--- src/length_prefix_to_start_code_core_defines.svh ---
// Assertion macros shared by the converter RTL.
`ifndef LENGTH_PREFIX_TO_START_CODE_CORE_DEFINES_SVH
`define LENGTH_PREFIX_TO_START_CODE_CORE_DEFINES_SVH

// Same-cycle implication, sampled on clk_i, off while rst_ni is low.
`define LPSC_ASSERT_IMPLIES(lbl, ante, cons, msg) \
  lbl: assert property (@(posedge clk_i) disable iff (!rst_ni) (ante) |-> (cons)) \
    else $error(msg);

// Next-cycle implication, sampled on clk_i, off while rst_ni is low.
`define LPSC_ASSERT_NEXT(lbl, ante, cons, msg) \
  lbl: assert property (@(posedge clk_i) disable iff (!rst_ni) (ante) |=> (cons)) \
    else $error(msg);

`endif

--- src/lpsc_pkg.sv ---
// Types and constants of the length-prefix to start-code converter.
package lpsc_pkg;

  localparam int unsigned BufLenW = 25;
  localparam int unsigned AccW    = 32;

  // Largest buffer the converter honors; longer lengths are clamped.
  localparam logic [32:0] MaxBufferBytes = 33'd16777216;

  localparam logic [7:0] NalTypeMask = 8'h1F;
  localparam logic [7:0] NalTypeIdr  = 8'h05;

  localparam logic [0:3][7:0] StartCode = {8'h00, 8'h00, 8'h00, 8'h01};

  localparam int unsigned CmdFifoDepth = 4;
  localparam int unsigned CmdPtrW      = $clog2(CmdFifoDepth);
  localparam int unsigned CmdCntW      = $clog2(CmdFifoDepth + 1);

  typedef enum logic [1:0] {
    PH_LENGTH  = 2'd0,
    PH_PAYLOAD = 2'd1,
    PH_DISCARD = 2'd2
  } phase_e;

  typedef enum logic [1:0] {
    CMD_START = 2'd0,  // expands to the four start-code bytes
    CMD_DATA  = 2'd1,  // one payload byte
    CMD_QUIET = 2'd2   // end marker with no data
  } cmd_kind_e;

  typedef struct packed {
    logic [7:0]         data_byte;
    logic [BufLenW-1:0] buffer_length;
    logic               first_of_buffer;
  } in_word_t;

  typedef struct packed {
    logic [7:0]         out_byte;
    logic               byte_valid;
    logic               end_of_buffer;
    logic               is_idr;
    logic [BufLenW-1:0] bytes_written;
  } out_word_t;

  typedef struct packed {
    cmd_kind_e          kind;
    logic [7:0]         data;
    logic               eob;
    logic               idr;
    logic [BufLenW-1:0] written;
  } cmd_t;

endpackage

--- src/lpsc_back.sv ---
// Back end: expands commands into output words behind an output register.
module lpsc_back (
  input  logic                clk_i,
  input  logic                rst_ni,
  input  lpsc_pkg::cmd_t      head_i,
  input  logic                empty_i,
  output logic                pop_o,
  output logic                out_valid_o,
  input  logic                out_ready_i,
  output lpsc_pkg::out_word_t out_word_o
);
  import lpsc_pkg::*;

  logic [1:0] beat_q;
  logic       valid_q;
  out_word_t  word_q, word_d;
  logic       head_last, load;

  assign load        = !empty_i && (!valid_q || out_ready_i);
  assign head_last   = (head_i.kind != CMD_START) || (beat_q == 2'd3);
  assign pop_o       = load && head_last;
  assign out_valid_o = valid_q;
  assign out_word_o  = word_q;

  always_comb begin
    word_d.out_byte      = 8'h00;
    word_d.byte_valid    = 1'b1;
    case (head_i.kind)
      CMD_START: word_d.out_byte = StartCode[beat_q];
      CMD_DATA:  word_d.out_byte = head_i.data;
      default:   word_d.byte_valid = 1'b0;
    endcase
    // buffer summary rides only on the final word of the command
    word_d.end_of_buffer = head_last && head_i.eob;
    word_d.is_idr        = head_last && head_i.eob && head_i.idr;
    word_d.bytes_written = (head_last && head_i.eob) ? head_i.written : '0;
  end

  always_ff @(posedge clk_i) begin
    if (load) begin
      word_q <= word_d;
    end
  end

  always_ff @(posedge clk_i or negedge rst_ni) begin
    if (!rst_ni) begin
      valid_q <= 1'b0;
      beat_q  <= '0;
    end else if (load) begin
      valid_q <= 1'b1;
      beat_q  <= head_last ? 2'd0 : beat_q + 2'd1;
    end else if (out_ready_i) begin
      valid_q <= 1'b0;
    end
  end

endmodule

--- config.mk ---
export PLATFORM = sky130hd
export DESIGN_NAME = lpsc_back
export DESIGN_NICKNAME = d
export VERILOG_FILES = /design/src/length_prefix_to_start_code_core_defines.svh /design/src/lpsc_pkg.sv /design/src/lpsc_back.sv
export SDC_FILE = /design/constraint.sdc
export NUM_CORES = 1
export LEC_CHECK = 0
export BUFFER_PORTS_ARGS = -buffer_cell sky130_fd_sc_hd__buf_4
export CORE_MARGIN = 1
export CORE_UTILIZATION = 44
export DETAILED_ROUTE_END_ITERATION = 8
export PLACE_DENSITY_LB_ADDON = 0.12
export SLEW_MARGIN = 5
export SYNTH_ARGS = -nofsm -noshare
export SYNTH_HDL_FRONTEND = slang
export SYNTH_SLANG_ARGS = --single-unit
--- constraint.sdc ---
create_clock -name clk_i -period 3.3 [get_ports clk_i]
set_clock_uncertainty 0.05 [all_clocks]
set_input_delay 0.33 -clock clk_i [delete_from_list [all_inputs] [get_ports clk_i]]
set_output_delay 0.33 -clock clk_i [all_outputs]
set_load 0.03 [all_outputs]
# Word level (Yosys, flattened, before mapping)
# Cells that the tools add are included.
[classes]
magnitude_cmp = 1
mul = 0
eq_ne = 2
shift = 0
n_mux = 8
add_sub_neg = 1
div = 0
n_reduce_logical = 12
bitwise = 1
[op_table]
columns = ["cell", "n"]
rows = [
  ["$bmux 8 s2", 1],
  ["$mux 8", 2],
  ["$pmux 8 s2", 1],
  ["$logic_and 1x1->1", 4],
  ["$reduce_bool 2->1", 2],
  ["$ge 3x3->1 const B", 1],
  ["$mux 1", 3],
  ["$not 2->3", 1],
  ["$add 2x1->2 const B", 1],
  ["$eq 2x1->1 const B", 1],
  ["$eq 2x2->1 const B", 1],
  ["$logic_not 1->1", 2],
  ["$logic_not 2->1", 1],
  ["$logic_or 1x1->1", 2],
  ["$mux 2", 1],
  ["$reduce_or 2->1", 1],
]
[word_totals]
regBits = 39
memories = 0
rom_bits = 0
ram_bits = 0
latch_bits = 0
output_inout_bits = 38

# Depth between registers and ports, before layout
[logic_depth]
ltp_word = 5
mapped_depth = 5

# Worst setup path before layout
# Ideal clock, no wire load.
[synth_timing]
path_kind = "register to output"
from = "reg valid_q, in the netlist out_valid_o"
to = "out pop_o"
n_path_buf = 0
stages_incl_launch_ff = 3
setup_slack_ps = -69
t_arrival_ps = 2989
cell_sequence = "dfrtp_1 > a21oi_1 > and2b_2"
[synth_via]
elab_chain_len = 4
[synth_rtl]
columns = ["element", "line_no", "rtl"]
rows = [
  ["start: declaration", "lpsc_back.sv:15", "logic valid_q;"],
  ["start signal: assignment", "lpsc_back.sv:47", "valid_q <= 1'b0;"],
  ["start signal: assignment", "lpsc_back.sv:50", "valid_q <= 1'b1;"],
  ["start signal: assignment", "lpsc_back.sv:53", "valid_q <= 1'b0;"],
  ["$logic_not 1->1", "lpsc_back.sv:19", "assign load = !empty_i && (!valid_q || out_ready_i);"],
  ["$logic_or 1x1->1", "lpsc_back.sv:19", ""],
  ["$logic_and 1x1->1", "lpsc_back.sv:19", ""],
  ["named net load", "lpsc_back.sv:17", "logic head_last, load;"],
  ["$logic_and 1x1->1", "lpsc_back.sv:21", "assign pop_o = load && head_last;"],
  ["end: declaration", "lpsc_back.sv:7", "output logic pop_o,"],
]
# The timed path passes the listed nets, and every way through them passes these cells.

# Worst setup path in the final report
# Same ends and word-level chain as after synthesis.

==> impl_summary.log <==
[metrics] post-detailed-route via-to-cell ratio: 4.55
[metrics] count of mapped cells out of synthesis: 91
[metrics] later-pin clock latency in the skew report: 0.33 ns
[metrics] final total power: 988 uW
[metrics] initial antenna violation count: 0
[metrics] Port Buffers: 78
[metrics] sum of buffers and inverters on the critical path: 1
[metrics] transition time of the tightest slew-check pin: 0.638 ns
[metrics] TritonCTS buffer count: 5
[metrics] number of design-rule violations left by the first detailed-router iteration: 22
[metrics] Yosys Warn Count: 0
[metrics] RD Place Congestion: 0.709
[metrics] maximum number of pins on one net before global-route repair: 28
[metrics] average cell area after synthesis: 17.2 um2
[metrics] family with the most delay on the worst path: compound AO/OA/AOI/OAI gates
[metrics] cell count after placement: 214
[metrics] total number of H-tree levels: 2
[metrics] Worst Path Class, Setup: register to primary output
[metrics] total grt overflow: 0
[metrics] fraction of final layout cells sized beyond drive strength 1: 64.6%
[metrics] relative slew slack: 57.4%
[metrics] biggest cell delay along the critical path: 0.55 ns
[metrics] largest cells by area after synthesis: sky130_fd_sc_hd__edfxtp_1 69%, sky130_fd_sc_hd__and2_4 9.0%, sky130_fd_sc_hd__dfrtp_1 4.8%, sky130_fd_sc_hd__and2_1 4.0%, sky130_fd_sc_hd__and2_2 3.4%
[metrics] Routed WL: 2690 um
[metrics] initial standard-cell utilization of the core: 46.5%
[metrics] highest-count cells in the layout ignoring fill and taps: 79 x sky130_fd_sc_hd__buf_4, 36 x sky130_fd_sc_hd__edfxtp_1, 16 x sky130_fd_sc_hd__and2_4
[metrics] number of nets in the synthesized netlist: 133
[metrics] count of final setup violators: 0
[metrics] Total Die Area: 3800 um2
[metrics] Hold/Removal Path Class: primary input to register
[metrics] type of element capturing the critical path: primary output
[metrics] fmax: 473 MHz
[metrics] number of placed I/O pins: 79
[metrics] outcome: finished, final reports clean
[metrics] RSZ-0062 raised after global routing: false
[metrics] most frequent standard cell in the layout excluding fill and tap cells: sky130_fd_sc_hd__buf_4
[metrics] post-placement setup slack: 1.50 ns
[metrics] max-cap check violation count: 0
[metrics] Clock Sink Count: 39
[metrics] post-route clock period utilization: 64.0%
[metrics] final net count: 218
[metrics] post-layout instance count excluding filler cells: 221
[metrics] Max Transition Viols Final: 0
[metrics] #FFs+latches synth: 39
[metrics] iteration count of the initial detailed-routing pass: 4
[metrics] Synth Cell Area: 1560 um2
[metrics] IR drop worst, VDD: 0.278 mV
[metrics] critical path fanouts, max: 20
[metrics] chip height: 61.6 um
[metrics] portion of synthesized cell area occupied by the leading cell type: 69.1%
[metrics] die width: 61.6 um
[metrics] placement row count: 21
[metrics] Sum Neg Setup Slack: 0 ns
[metrics] placed wire-length estimate after detailed placement: 2000 um
[metrics] number of endpoints with negative hold slack in the final report: 0
[metrics] clock-pin slew on the worst setup and hold paths: 0.10 ns
[metrics] maximum clock insertion buffer count: 2
[metrics] count of different cell masters after synthesis: 18
[metrics] overall routing resource usage: 15.5%
[metrics] static power due to leakage: 0.00100 uW
[metrics] worst path required time: 2.92 ns
[metrics] slowest stage cell on the critical path: sky130_fd_sc_hd__a21oi_4
[metrics] antenna diode count: 0
[metrics] Cell Chain, Critical Path: a21oi_4 > and2b_2 > buf_4
[metrics] post-route setup slack: 1.19 ns
[metrics] fraction of the core area covered by cells at the end of the flow: 67.0%
[metrics] post-layout minimum cycle time: 2.11 ns
[metrics] area of the core: 3360 um2
[metrics] first-pass GRT wire length: 3940 um
[metrics] TritonCTS clock tree: yes
[metrics] via count of the first global-routing pass: 931
[metrics] post-synthesis cell type with the largest combined area: sky130_fd_sc_hd__edfxtp_1
[metrics] number of design rule violations left after detail routing: 0
[metrics] antenna-violating nets left: 0
[metrics] Avg WL per Cell: 12.2 um
[metrics] sequential fraction of the synthesis area: 73.9%
[metrics] total power per unit cell area: 438 nW/um2
[metrics] Arr. time, crit path: 1.73 ns
[metrics] post-synthesis to final-layout area growth: 44.2%
[metrics] Via Count: 1,006
[metrics] CTS Root Buffer Type: sky130_fd_sc_hd__clkbuf_4
[metrics] startpoint kind of the worst setup timing path: register
-- worst register-to-register path: cells and delay by family (launching register included) --
family / cells / cell delay, ns
AOI/OAI and AO/OA: 1 / 0.56
buffers and inverters: 1 / 0.39
DFF: 1 / 0.44
-- registers in the layout (all words and copies together), names as in the netlist --
signal       flops
beat_q           2
out_valid_o      1
out_word_o      36
-- worst paths after layout --
path,startpoint,endpoint,depth (start not counted),slack [ns]
hold / removal,out_ready_i,out_valid_o,2,0.14
max in group asynchronous,rst_ni,beat_q[0],2,2.85
setup reg to reg,out_valid_o,out_word_o[21],2,1.56
min in group asynchronous,rst_ni,out_valid_o,2,0.26
hold reg to reg,beat_q[1],beat_q[1],2,0.49
setup / recovery,out_valid_o,pop_o,3,1.19
-- Yosys cell counts --
master	n
sky130_fd_sc_hd__and2_2	7
sky130_fd_sc_hd__o21ai_0	1
sky130_fd_sc_hd__inv_1	4
sky130_fd_sc_hd__a21oi_1	1
sky130_fd_sc_hd__mux2i_1	2
sky130_fd_sc_hd__nand2_1	1
sky130_fd_sc_hd__nor4_1	1
sky130_fd_sc_hd__nor2b_4	1
sky130_fd_sc_hd__dfrtp_1	3
sky130_fd_sc_hd__edfxtp_1	36
sky130_fd_sc_hd__nor3_4	1
sky130_fd_sc_hd__mux2_2	1
sky130_fd_sc_hd__buf_6	2
sky130_fd_sc_hd__and2_4	16
sky130_fd_sc_hd__and2_1	10
sky130_fd_sc_hd__ha_1	1
sky130_fd_sc_hd__nor2_1	1
sky130_fd_sc_hd__and2b_2	2
-- final cells by class --
class,count,area [um2]
fillers,271,1110
inverters,4,15.0
flip-flops and latches,39,1160
clock buffers,6,41.3
multi-input cells,46,382
well taps,46,57.6
repair buffers,80,603
-- repair_timing --
item | CTS | global route
endpoints found under the setup margin | 0 | 0
buffers inserted | 0 | 0
endpoints found under the hold margin | 3 | 0
hold buffers | 1 | 0
gates resized for setup | 0 | 0
-- per-layer routing --
metal	vias to the layer above	global-route usage, %	wire (um)
met5	-	0	0
met4	0	10.5	66
li1	482	-	-
met1	469	14.6	906
met3	8	6.72	280
met2	47	27.2	1440
-- through the flow --
step           area [um2]  hold slack [ns]
2_1_floorplan        1570          -0.0156
3_3_place_gp         2200           0.0702
3_5_place_dp         2200           0.0723
4_1_cts              2250            0.132
5_1_grt              2250            0.158
6_report             2250            0.138
-- kinds of logic (layout without fill, tap and decap cells) --
kind of cell / count (synthesis) / count (layout) / synth area share [%]
AOI/OAI and AO/OA: 2 / 2 / 0.639
and+or+nand+nor: 40 / 40 / 20.2
adders and majority gates: 1 / 1 / 0.800
DFF: 39 / 39 / 73.9
muxes: 3 / 3 / 2.00
buffers and inverters: 6 / 90 / 2.40
-- power by group --
part	switching (uW)	total (uW)	internal, uW
Combinational	101	192	91.5
Sequential	10.2	585	575
Clock	134	210	75.8
Power figures use the tool's default switching activity.
