<file path="config.mk">
export PLATFORM = sky130hd
export DESIGN_NAME = lpsc_fifo
export DESIGN_NICKNAME = d
export VERILOG_FILES = /design/src/length_prefix_to_start_code_core_defines.svh /design/src/lpsc_pkg.sv /design/src/lpsc_fifo.sv
export SDC_FILE = /design/constraint.sdc
export NUM_CORES = 1
export LEC_CHECK = 0
export BUFFER_PORTS_ARGS = -buffer_cell sky130_fd_sc_hd__buf_2
export CORE_ASPECT_RATIO = 0.75
export CORE_MARGIN = 5
export CORE_UTILIZATION = 49
export CTS_BUF_LIST = sky130_fd_sc_hd__clkbuf_8
export CTS_CLUSTER_DIAMETER = 40
export DETAILED_ROUTE_END_ITERATION = 16
export PLACE_DENSITY = 0.7
export SETUP_SLACK_MARGIN = 0.4
export SLEW_MARGIN = 20
export SYNTH_ARGS = -nofsm -noshare
export SYNTH_HDL_FRONTEND = slang
export SYNTH_SLANG_ARGS = --single-unit
</file>
<file path="constraint.sdc">
create_clock -name clk_i -period 5.6 [get_ports clk_i]
set_clock_uncertainty 0.2 [all_clocks]
set_input_delay 1.4 -clock clk_i [delete_from_list [all_inputs] [get_ports clk_i]]
set_output_delay 1.4 -clock clk_i [all_outputs]
set_load 0.01 [all_outputs]
</file>
<file path="src/length_prefix_to_start_code_core_defines.svh">
// Assertion macros shared by the converter RTL.
`ifndef LENGTH_PREFIX_TO_START_CODE_CORE_DEFINES_SVH
`define LENGTH_PREFIX_TO_START_CODE_CORE_DEFINES_SVH

// Same-cycle implication, sampled on clk_i, off while rst_ni is low.
`define LPSC_ASSERT_IMPLIES(lbl, ante, cons, msg) \
  lbl: assert property (@(posedge clk_i) disable iff (!rst_ni) (ante) |-> (cons)) \
    else $error(msg);

// Next-cycle implication, sampled on clk_i, off while rst_ni is low.
`define LPSC_ASSERT_NEXT(lbl, ante, cons, msg) \
  lbl: assert property (@(posedge clk_i) disable iff (!rst_ni) (ante) |=> (cons)) \
    else $error(msg);

`endif

</file>
<file path="src/lpsc_pkg.sv">
// Types and constants of the length-prefix to start-code converter.
package lpsc_pkg;

  localparam int unsigned BufLenW = 25;
  localparam int unsigned AccW    = 32;

  // Largest buffer the converter honors; longer lengths are clamped.
  localparam logic [32:0] MaxBufferBytes = 33'd16777216;

  localparam logic [7:0] NalTypeMask = 8'h1F;
  localparam logic [7:0] NalTypeIdr  = 8'h05;

  localparam logic [0:3][7:0] StartCode = {8'h00, 8'h00, 8'h00, 8'h01};

  localparam int unsigned CmdFifoDepth = 4;
  localparam int unsigned CmdPtrW      = $clog2(CmdFifoDepth);
  localparam int unsigned CmdCntW      = $clog2(CmdFifoDepth + 1);

  typedef enum logic [1:0] {
    PH_LENGTH  = 2'd0,
    PH_PAYLOAD = 2'd1,
    PH_DISCARD = 2'd2
  } phase_e;

  typedef enum logic [1:0] {
    CMD_START = 2'd0,  // expands to the four start-code bytes
    CMD_DATA  = 2'd1,  // one payload byte
    CMD_QUIET = 2'd2   // end marker with no data
  } cmd_kind_e;

  typedef struct packed {
    logic [7:0]         data_byte;
    logic [BufLenW-1:0] buffer_length;
    logic               first_of_buffer;
  } in_word_t;

  typedef struct packed {
    logic [7:0]         out_byte;
    logic               byte_valid;
    logic               end_of_buffer;
    logic               is_idr;
    logic [BufLenW-1:0] bytes_written;
  } out_word_t;

  typedef struct packed {
    cmd_kind_e          kind;
    logic [7:0]         data;
    logic               eob;
    logic               idr;
    logic [BufLenW-1:0] written;
  } cmd_t;

endpackage

</file>
<file path="src/lpsc_fifo.sv">
// Short command queue between the front and back ends.
module lpsc_fifo (
  input  logic           clk_i,
  input  logic           rst_ni,
  input  logic           push_i,
  input  lpsc_pkg::cmd_t push_cmd_i,
  input  logic           pop_i,
  output lpsc_pkg::cmd_t head_o,
  output logic           full_o,
  output logic           empty_o
);
  import lpsc_pkg::*;

  cmd_t               mem_q [CmdFifoDepth];
  logic [CmdPtrW-1:0] wr_ptr_q, rd_ptr_q;
  logic [CmdCntW-1:0] count_q;
  logic               do_push, do_pop;

  assign full_o  = count_q == CmdCntW'(CmdFifoDepth);
  assign empty_o = count_q == '0;
  assign do_push = push_i && !full_o;
  assign do_pop  = pop_i && !empty_o;
  assign head_o  = mem_q[rd_ptr_q];

  function automatic logic [CmdPtrW-1:0] ptr_inc(input logic [CmdPtrW-1:0] p);
    ptr_inc = (p == CmdPtrW'(CmdFifoDepth - 1)) ? '0 : p + CmdPtrW'(1);
  endfunction

  always_ff @(posedge clk_i) begin
    if (do_push) begin
      mem_q[wr_ptr_q] <= push_cmd_i;
    end
  end

  always_ff @(posedge clk_i or negedge rst_ni) begin
    if (!rst_ni) begin
      wr_ptr_q <= '0;
      rd_ptr_q <= '0;
      count_q  <= '0;
    end else begin
      if (do_push) begin
        wr_ptr_q <= ptr_inc(wr_ptr_q);
      end
      if (do_pop) begin
        rd_ptr_q <= ptr_inc(rd_ptr_q);
      end
      case ({do_push, do_pop})
        2'b10:   count_q <= count_q + CmdCntW'(1);
        2'b01:   count_q <= count_q - CmdCntW'(1);
        default: count_q <= count_q;
      endcase
    end
  end

endmodule

</file>
# == Word-level counts from Yosys, hierarchy flattened ==
# Memories as Yosys holds them, arrays and structs flattened.
# Cells that the tools add are included.
# op_classes
add_sub_neg,4
n_eq_ne,5
muxes,5
reduce_logical,6
# op_table
operator,count
"2-bit equality test, second input constant",3
3-bit case mux with 2 select lines,1
"2-bit by 1-bit adder with 2-bit output, second input constant",2
2-bit 2-to-1 mux,2
"3-bit by 1-bit adder with 3-bit output, second input constant",1
"3-bit equality test, second input constant",1
3-bit zero test,1
"3-bit by 1-bit subtractor with 3-bit output, second input constant",1
"2-bit by 1-bit equality test with 1-bit output, second input constant",1
1-bit logical AND,2
1-bit zero test,2
1-bit 2-to-1 mux,2
2-bit nonzero test,1
# totals
register_bits,7
mem_bits_rw,148
in_bits,41
out_inout_bits,39
word_cells,24
n_memories,1
# memory_table
memory,depth,width,rd,rd_clocked_by_memory_dff,wr,line,text
mem_q,4,37,1,0,1,lpsc_fifo.sv:14,cmd_t mem_q [CmdFifoDepth];

# == Depth between registers and ports, before layout ==
# depth
ltp_word,5
mapped_depth,9
ltp_nobuf,9

# == Worst setup path after synthesis ==
# Ideal clock, no wire load.
# synth_path
path_type,input to register
start,input port push_i
end,"memory mem_q[0][0] (netlist bit), enable pin"
setup_ps,398
arrival_time_ps,2561
required_time_ps,5002
setup_slack_ps,2442
cell_stages,2
n_path_buf,0
cell_sequence,nor2b_2 > and2_1
# synth_between
elab_chain_len,3
# synth_rtl
element,line,text
start: declaration,lpsc_fifo.sv:5,"input logic push_i,"
1-bit logical AND,lpsc_fifo.sv:21,assign do_push = push_i && !full_o;
1-bit 2-to-1 mux,lpsc_fifo.sv:30,if (do_push) begin
1-bit 2-to-1 mux (not written as such),lpsc_fifo.sv:31,mem_q[wr_ptr_q] <= push_cmd_i;
end: declaration,lpsc_fifo.sv:14,
# Every way passes these cells.

==> metrics.md <==
| Metric | Value |
|---|---|
| Post-Place Setup Slack | `between 2 and 2.5 ns` |
| Antenna violations before repair | `1` |
| Net count of the mapped netlist | `about 280` |
| Clock root buffer master | `clkbuf_8` |
| Fraction of the yosys area taken by sequential cells | `79.91%` |
| Register-to-Register Setup Slack | `roughly 3.2 ns` |
| Startpoint of the most critical register-to-register path | `count_q[2]$_DFFE_PN0P_` |
| Share of total power consumed by net switching | `~29%` |
| P_int | `around 0.0025 W` |
| Number of instances in the synthesized netlist | `around 230` |
| Worst-Margin Slew | `slightly above 1 ns` |
| Share of total power in the clock network | `between 20% and 30%` |
| Clock latency on the worst-skew pair | `roughly 0.42 ns` |
| Fin crit share | `between 60% and 70%` |
| Endpoint of the worst register-to-register path | `mem_q[0][25]$_DFFE_PP_` |
| Synthesis-to-layout area growth | `16.84%` |
| WP data arrival | `between 2 and 2.5 ns` |
| Count of standard-cell rows | `34` |
| Cell count along the critical path | `3` |
| Detailed-placement wirelength estimate | `between 5000 and 6000 µm` |
| Final Wtd Congestion | `0.7600` |
| Pre-Repair DR Iteration Count | `4` |
| Number of library cell types mapped by synthesis | `20` |
| Via-per-instance ratio | `between 5 and 6` |
| Final setup viols | `0` |
| # placed instances | `467` |
| Highest cell delay on the worst timing path | `~0.87 ns` |
| Power per standard cell area | `a little over 500 mW/mm²` |
| Routed length per instance | `18.71 µm` |
| Initial core utilization | `~50%` |
| Status | `completed` |
| Max stage delay cell, worst path | `dfrtp_4` |
| Worst setup path startpoint | `rd_ptr_q[0]$_DFFE_PN0P_` |
| Count of hold-fix buffers inserted at cts | `0` |
| Final period demand of the worst path | `3.886 ns` |
| Final hold slack | `0.2878 ns` |
| Worst setup EP type | `output pin` |
| Unrepaired setup endpoints after global routing | `false` |
| Number of resized instances in the post-cts repair step | `0` |
| CP endpoint | `head_o[16]` |
| Overall die area | `0.01409 mm²` |
| Type of the worst setup path | `flip-flop to output pin` |
| Most area-hungry cell type in the Yosys netlist | `edfxtp_1` |
| Length in cells of the worst reg-to-reg path | `3` |
| Setup slack of the critical path after layout | `1.714 ns` |
| TritonCTS Buffers | `17` |
| Setup bufs post-CTS | `0` |
| Number of nets with antenna violations after detailed routing | `0` |
| Critical path buffer and inverter count | `2` |
| Number of DRC violations after detailed routing | `0` |
| Vert. Die Dim | `between 100 and 150 µm` |
| Fraction of power consumed by sequential logic | `roughly 49%` |
| Clock slew at the register clock pins of the worst setup and hold paths | `approximately 0.08 ns` |
| Commonest cells after routing, fill and taps aside | `148 x edfxtp_1, 79 x buf_2, 37 x mux4_2` |
| Leak | `roughly 2.3 nW` |
| Max H-tree Level | `4` |
| Leading cell types by total area after synthesis | `edfxtp_1 77%, mux4_2 14%, dfrtp_1 3.0%` |
| Summed negative setup slack over all endpoints | `0 ns` |
| Deepest clock path buffer count | `2` |
| Buffers on Ports | `79` |
| Total detailed-routing wirelength | `9334 µm` |
| Number of max-cap violations | `0` |
| Area of the mapped netlist | `between 0.005 and 0.006 mm²` |
| Average footprint of a synthesized cell | `approximately 25 µm²` |
| Critical path peak fanout | `34` |
| Top delay family on crit path | `flip-flops` |
| Overall overflow remaining after global route | `0` |
| CTS tree | `yes` |
| Start point of the worst hold path | `count_q[2]$_DFFE_PN0P_` |
| Fraction of layout cells with a size suffix above 1 | `46.59%` |
| FF+latch count, synth | `about 160` |
| Post-Layout Cell Count | `between 400 and 500` |
| Switching power of the nets | `around 0.001 W` |
| Overall global routing resource usage | `14.26%` |
| Antenna diodes | `0` |
| Via count of the routed design | `around 2500` |
| Overall power after layout | `between 0.003 and 0.004 W` |
| Final net count | `372` |
| Worst-path cell chain | `buf_4, mux4_2, buf_2` |
| Final Slew Violations | `0` |
| Pin count of the biggest net entering global routing | `40` |
| Number of sinks handled by clock tree synthesis | `155` |
| Width of the die | `~140 µm` |
| Final Hold Fails | `0` |
| Count of fill cells added during filler insertion | `approximately 900` |
| Gate power share | `approximately a quarter` |
| Class of the tightest hold or removal check | `flip-flop to flip-flop` |
| YS warnings | `0` |
| Share of the synthesized area in the top cell type | `between 70% and 80%` |
| Violation count after the first detailed-routing iteration | `roughly 140` |
| FMAX | `approximately 260 MHz` |
| Global-route wire length before repair | `14980 µm` |
| Worst IR drop on VDD | `approximately 0.00027 V` |
| Worst-case headroom to the max-slew limit | `around a third` |
| Via count of the first global-routing pass | `about 2800` |
| Commonest non-fill, non-tap cell in the layout | `edfxtp_1` |
| Required time of the worst setup path | `around 4.0 ns` |
| CP Launch Type | `flip-flop` |
| Core Box Area | `0.01157 mm²` |
| Count of boundary I/O pins | `80` |
-- worst min-delay path by stage --
stage | cells after the start | end | slack, ns
floorplan | 1 | count_q[2]$_DFFE_PN0P_ | 0.25
global placement | 1 | count_q[2]$_DFFE_PN0P_ | 0.27
detailed placement | 1 | count_q[2]$_DFFE_PN0P_ | 0.28
CTS | 1 | count_q[2]$_DFFE_PN0P_ | 0.29
global route | 1 | count_q[2]$_DFFE_PN0P_ | 0.33
finish | 1 | count_q[2]$_DFFE_PN0P_ | 0.29
-- sequential cells by signal (all words and copies together), names as in the netlist --
| name | count |
|---|---|
| wr_ptr_q | 2 |
| rd_ptr_q | 2 |
| count_q | 3 |
| mem_q | 148 |
-- power by group through the flow --
stage                     combinational, W  sequential, W  clock, W
after global routing              0.000992        0.00176  0.000934
after detailed placement          0.000934        0.00176         0
after CTS                         0.000938        0.00174  0.000879
after global placement            0.000918        0.00175         0
final                             0.000909        0.00172  0.000859
after floorplan                   0.000731        0.00161         0
-- cell type report --
class / count / area (µm²) / share of cell area [%]
Timing Repair Buffer: 80 / 402.9 / 5.965
Tap cell: 162 / 202.7 / 3.001
Clock inverter: 15 / 180.2 / 2.668
Clock buffer: 17 / 234.0 / 3.464
Sequential cell: 155 / 4624 / 68.47
Multi-Input combinational cell: 63 / 1084 / 16.04
Inverter: 7 / 26.28 / 0.3890
-- kinds of logic (layout without fill, tap and decap cells) --
family	Yosys count	after routing	share of synthesized area, %
mux	42	42	15.37
fa+ha+maj	7	7	1.645
flops	155	155	79.91
simple gates	11	11	1.190
xor+xnor	3	3	0.4546
buf+inv	15	119	1.428
-- stage by stage --
stage | instance area (µm²) | util [%]
finish | 6754 | 58.37
floorplan | 5781 | -
global route | 6754 | 58.37
CTS | 6754 | 58.37
global placement | 6337 | 54.77
detailed placement | 6340 | 54.79
-- worst reg2reg max path: stages (launching register included) --
cell and delay, ns:
dfrtp_1 0.40, nor3b_2 0.17, nor2b_2 0.31, and2_2 0.90
-- layer usage --
layer	up-vias	GRT usage, %	share of wire (%)
li1	1156	-	-
met1	1315	19.15	45
met2	66	21.70	48
met3	10	6.093	6.5
met4	2	3.669	0.67
met5	-	0	0.14
-- synthesized netlist by cell type --
cell type  number
edfxtp_1      148
mux4_2         37
dfrtp_1         7
inv_1           7
ha_1            6
and2_1          4
mux2_2          4
buf_2           3
nor2_1          3
buf_4           2
buf_6           2
xor2_1          2
clkbuf_1        1
fa_1            1
mux2i_1         1
nand2b_1        1
nor2b_2         1
nor3_1          1
nor3b_2         1
xnor2_1         1
(Power assumes the default switching activity.)
